==> src/lpht_pkg.sv <==
// lpht_pkg: shared types, constants and the key hash for the hash table block.
// No dependencies.
`timescale 1ns / 1ps

package lpht_pkg;

    localparam int TABLE_DEPTH = 1024;
    localparam int KEY_WORDS   = 6;
    localparam int SLOT_W      = $clog2(TABLE_DEPTH);
    localparam int SIZE_W      = SLOT_W + 1;
    localparam int HASH_ROT    = 17;
    localparam int DIV_BITS    = 4;
    localparam int DIV_CYCLES  = 64 / DIV_BITS;
    localparam int DIV_CNT_W   = $clog2(DIV_CYCLES);

    localparam logic [SIZE_W-1:0] SIZE_RESET = SIZE_W'(TABLE_DEPTH);
    localparam logic [7:0]        COUNT_MAX  = 8'd255;

    localparam logic [1:0] OP_LOOKUP = 2'd0;
    localparam logic [1:0] OP_INSERT = 2'd1;
    localparam logic [1:0] OP_CLEAR  = 2'd2;

    localparam logic [2:0] ST_NEW     = 3'd0;
    localparam logic [2:0] ST_APPEND  = 3'd1;
    localparam logic [2:0] ST_FOUND   = 3'd2;
    localparam logic [2:0] ST_MISS    = 3'd3;
    localparam logic [2:0] ST_FULL    = 3'd4;
    localparam logic [2:0] ST_CLEARED = 3'd5;

    typedef logic [KEY_WORDS-1:0][63:0] key_t;

    typedef struct packed {
        key_t        key;
        logic [63:0] value;
        logic [7:0]  count;
    } row_t;

    typedef enum logic [2:0] {
        S_INIT,
        S_IDLE,
        S_HASH,
        S_HOME,
        S_READ,
        S_CHECK,
        S_CLEAR,
        S_DONE
    } state_t;

    typedef struct packed {
        logic load;
        logic div_step;
        logic probe_init;
        logic probe_adv;
        logic rd;
        logic commit;
        logic clr_init;
        logic clr_step;
        logic clr_fin;
        logic push_out;
    } cmd_t;

    typedef struct packed {
        logic [1:0] op;
        logic       div_last;
        logic       hit_empty;
        logic       hit_match;
        logic       probe_last;
        logic       clr_last;
        logic       out_free;
    } stat_t;

    function automatic logic [63:0] hash_key(input key_t k);
        logic [63:0] h;
        h = '0;
        for (int w = 0; w < KEY_WORDS; w++) begin
            h = h ^ k[w];
            h = {h[63-HASH_ROT:0], h[63:64-HASH_ROT]};
        end
        return h;
    endfunction

endpackage

==> src/lpht_ctrl.sv <==
// lpht_ctrl: operation sequencer for the hash table.
// Depends on lpht_pkg; drives lpht_dp through cmd_t, reads stat_t.
`timescale 1ns / 1ps

module lpht_ctrl import lpht_pkg::*;
(
    input  logic   clk,
    input  logic   rst_n,
    input  logic   in_valid,
    input  logic   in_op_clear,
    input  stat_t  stat,
    output cmd_t   cmd,
    output logic   in_stall
);

    state_t state_reg, state_next;

    always_ff @(posedge clk or negedge rst_n)
    begin
        if (!rst_n)
            state_reg <= S_INIT;
        else
            state_reg <= state_next;
    end

    always_comb
    begin
        state_next = state_reg;
        cmd        = '0;
        in_stall   = (state_reg != S_IDLE);
        case (state_reg)
            S_INIT:
            begin
                cmd.clr_step = 1'b1;
                if (stat.clr_last)
                    state_next = S_IDLE;
            end
            S_IDLE:
            begin
                if (in_valid)
                begin
                    cmd.load = 1'b1;
                    if (in_op_clear)
                    begin
                        cmd.clr_init = 1'b1;
                        state_next   = S_CLEAR;
                    end
                    else
                        state_next = S_HASH;
                end
            end
            S_HASH:
            begin
                cmd.div_step = 1'b1;
                if (stat.div_last)
                    state_next = S_HOME;
            end
            S_HOME:
            begin
                cmd.probe_init = 1'b1;
                state_next     = S_READ;
            end
            S_READ:
            begin
                cmd.rd     = 1'b1;
                state_next = S_CHECK;
            end
            S_CHECK:
            begin
                if (stat.hit_empty || stat.hit_match || stat.probe_last)
                begin
                    cmd.commit = 1'b1;
                    state_next = S_DONE;
                end
                else
                begin
                    cmd.probe_adv = 1'b1;
                    state_next    = S_READ;
                end
            end
            S_CLEAR:
            begin
                cmd.clr_step = 1'b1;
                if (stat.clr_last)
                begin
                    cmd.clr_fin = 1'b1;
                    state_next  = S_DONE;
                end
            end
            S_DONE:
            begin
                if (stat.out_free)
                begin
                    cmd.push_out = 1'b1;
                    state_next   = S_IDLE;
                end
            end
            default:
            begin
                state_next = S_INIT;
            end
        endcase
    end

endmodule

==> config.mk <==
export PLATFORM = sky130hd
export DESIGN_NAME = lpht_ctrl
export DESIGN_NICKNAME = d
export VERILOG_FILES = /design/src/lpht_pkg.sv /design/src/lpht_ctrl.sv
export SDC_FILE = /design/constraint.sdc
export NUM_CORES = 1
export LEC_CHECK = 0
export ABC_AREA = 1
export ABC_CLOCK_PERIOD_IN_PS = 1890
export BUFFER_PORTS_ARGS = -buffer_cell sky130_fd_sc_hd__buf_2
export CAP_MARGIN = 20
export CORE_AREA = 2 2 39 41
export DETAILED_ROUTE_END_ITERATION = 10
export DIE_AREA = 0 0 41 43
export HOLD_SLACK_MARGIN = 0.12
export PLACE_DENSITY = 0.64
export SLEW_MARGIN = 20
export SYNTH_ARGS = -nofsm -noshare
export SYNTH_HDL_FRONTEND = slang
export SYNTH_SLANG_ARGS = --single-unit
==> constraint.sdc <==
create_clock -name clk -period 1.89 [get_ports clk]
set_input_delay 0.4725 -clock clk [delete_from_list [all_inputs] [get_ports clk]]
set_output_delay 0.4725 -clock clk [all_outputs]
set_load 0.01 [all_outputs]
==> results by group <==
Run status
  • Status: finished, final reports clean

Power and ir drop
  • Power per cell area: between 1500 and 2000 nW/um2
  • Worst vdd ir: 0.468 mV
  • P_int: 0.000438 W
  • P_sw: between 0.0005 and 0.0006 W
  • Sequential share of power: 0.214
  • Sw Ratio: 0.545
  • Clk pwr share: 0.115
  • Power Total: between 0.0009 and 0.001 W
  • Comb power frac: 0.671
  • Leakage: about 0.34 nW

Logic synthesis
  • Synth top area share: 0.166
  • Syn Inst Count: 67
  • Top cell type by total area after synthesis: dfrtp_1
  • Synth area leaders: dfrtp_1, nand2_1, nand3_2, nor2_1, inv_1
  • Mapped Avg Cell Area: around 6.8 um2
  • EDFF count, synth: 0
  • Top cells by count, synth: nand2_1, nor2_1, inv_1
  • Yosys reg bits: 3
  • Yosys cell types: 21
  • Most frequent cell after synthesis: nand2_1
  • Post-Syn Area: roughly 450 um2
  • Most used flip-flop cell after synthesis: dfrtp_1
  • FFs w/ async S/R, synth: 1.00
  • Post-synthesis sequential area ratio: 0.166
  • Syn nets: just under 80
  • Yosys warns: 0

Route
  • Drt wl/cell: between 8 and 9 um
  • Post-route DRC: 0
  • First-pass detailed-route iteration total: 2
  • Vias per inst: 4.45
  • Total number of vias: between 400 and 500
  • Antenna violation net count after detailed routing: 0
  • Drt first-iter violations: 3
  • Routed WL: between 800 and 900 um

Worst setup path
  • Critical Path RT: 1.42 ns
  • R2R Path End: state_reg[1]
  • CP startpoint: state_reg[1]
  • Crit end category: output port
  • FF-to-FF path depth: 7
  • CP startpoint kind: register
  • Crit-path max FO: 9
  • CP endpoint: cmd[3]
  • R2r startpoint: state_reg[0]
  • Register-to-Register Setup Slack: 0.68 ns
  • Worst Path Arrival: between 1 and 1.5 ns
  • WS Path Type: register to output port

Timing
  • Final setup fails: 0
  • Hold Fails Final Rpt: 0
  • RSZ-0062 raised after global routing: false
  • Fin crit share: 0.917
  • Max_slew headroom: 0.746
  • Hold slack: about 0.58 ns
  • Setup TNS: 0 ns
  • Final min period: 1.73 ns
  • Tightest Pin Transition: roughly 0.38 ns
  • Clock skew: between 0.003 and 0.004 ns
  • Fmax: about 0.58 GHz
  • Max-slew violations: 0

Clock tree
  • Clk slew on worst S/H paths: 0.04 ns
  • Root buf cell: clkbuf_4
  • Clock sink count: 3
  • CTS H-tree lvls: 1
  • CTS tree: yes
  • Worst skew pair latency: between 0.2 and 0.25 ns
  • CTS Buf Count: 3
  • Post-CTS setup repair buffer count: 0
  • Clock tree buffer depth: 2

Finish
  • Layout cells sized above 1: 0.489
  • Max reg flops: 3
  • Nets: 103
  • Filler cells: around 150
  • ANT cells: 0
  • Syn-to-layout area delta: 29.8%

Floorplan
  • Initial cell density of the core: 0.327
  • DIE HEIGHT: 43 um
  • Die area: approximately 1800 um2
  • Die width: about 41 um
  • Core Region: ~1400 um2
  • I/O pin cnt: 23
  • Row cnt: 14

Global routing
  • Gr ovfl total: 0
  • Initial antenna violation count: 0
  • First-pass GRT wire length: between 1000 and 1500 um
  • GRT Util Overall: 0.118
  • Vias in the first global route: approximately 380
  • Largest net degree at the start of global routing: 10

Placed design
  • Port Buf Inserts: 20
  • Routability cong.: between 0.7 and 0.8
  • Detailed Place HPWL: about 730 um

Flow run
  • Max-cap violations: 0

Hold path
  • Hold WC Path Type: primary input to asynchronous set/reset pin
==> cells in the final DEF (no fill, tap or decap) <==
cell / n
inv_1: 7
inv_6: 2
nand3_4: 1
nand2_1: 14
nand3_2: 5
nor3_1: 3
nor2_2: 3
clkbuf_4: 3
dlygate4sd3_1: 1
inv_4: 1
nand2_2: 2
buf_4: 1
nand2_4: 1
dfrtp_1: 2
dfrtp_2: 1
clkbuf_1: 1
buf_2: 20
nand3_1: 4
nor2_4: 1
o21ai_2: 1
nand4_1: 1
nor2_1: 12
nor2_8: 1
a21oi_1: 1
inv_2: 1
==> per-stage QoR <==
step,setup slack [ns],std cells,util,cell area [um2]
6_report,0.157,106,0.425,588
5_1_grt,0.0629,106,0.425,588
4_1_cts,0.0479,106,0.424,587
3_5_place_dp,0.301,101,0.398,551
3_3_place_gp,0.299,101,0.398,551
2_1_floorplan,0.431,67,-,453
==> critical path: stages (launching register included) <==
cell and delay [ns]:
dfrtp_2 0.51, nor2_8 0.19, nand2_4 0.07, nor3_1 0.11, buf_2 0.15
==> power by group through the flow <==
stage / combinational [W] / sequential [W] / clock (W)
CTS: 0.000655 / 0.000204 / 0.000117
floorplan: 0.000641 / 0.000112 / 0
global placement: 0.000644 / 0.000204 / 0
global route: 0.000722 / 0.000216 / 0.000125
finish: 0.000647 / 0.000206 / 0.000111
detailed placement: 0.000651 / 0.000204 / 0
==> layout make-up <==
class,count,area (um2),area share
repair buffers,22,118,0.200
clock buffers,4,26.3,0.0447
inverters,11,53.8,0.0915
flip-flops and latches,3,76.3,0.130
multi-input cells,50,294,0.500
well taps,16,20.0,0.0340
==> routing by layer <==
metal / wire (um) / vias up / global-route usage
met5: 0 / - / 0
met4: 0 / 0 / 0.0400
met3: 51 / 0 / 0.0314
met2: 437 / 12 / 0.197
met1: 404 / 207 / 0.136
li1: - / 253 / -
==> kinds of logic after synthesis <==
| group | count (synthesis) | synth area share |
|---|---|---|
| compound gates | 2 | 0.0304 |
| simple gates | 48 | 0.619 |
| buf+inv | 14 | 0.185 |
| flops | 3 | 0.166 |
==> worst min-delay path by stage <==
stage | start | end | cells after the start
4_1_cts | rst_n | state_reg[0] | 2
5_1_grt | rst_n | state_reg[0] | 2
3_3_place_gp | rst_n | state_reg[0] | 1
2_1_floorplan | rst_n | state_reg[0] | 0
6_report | rst_n | state_reg[0] | 2
3_5_place_dp | rst_n | state_reg[0] | 1
==> what timing repair did <==
item,4_1_cts,5_1_grt
hold buffers,1,0
endpoints found under the setup margin,0,4
gates resized for setup,0,1
hold endpoints to repair,3,0
(Power assumes the default switching activity.)
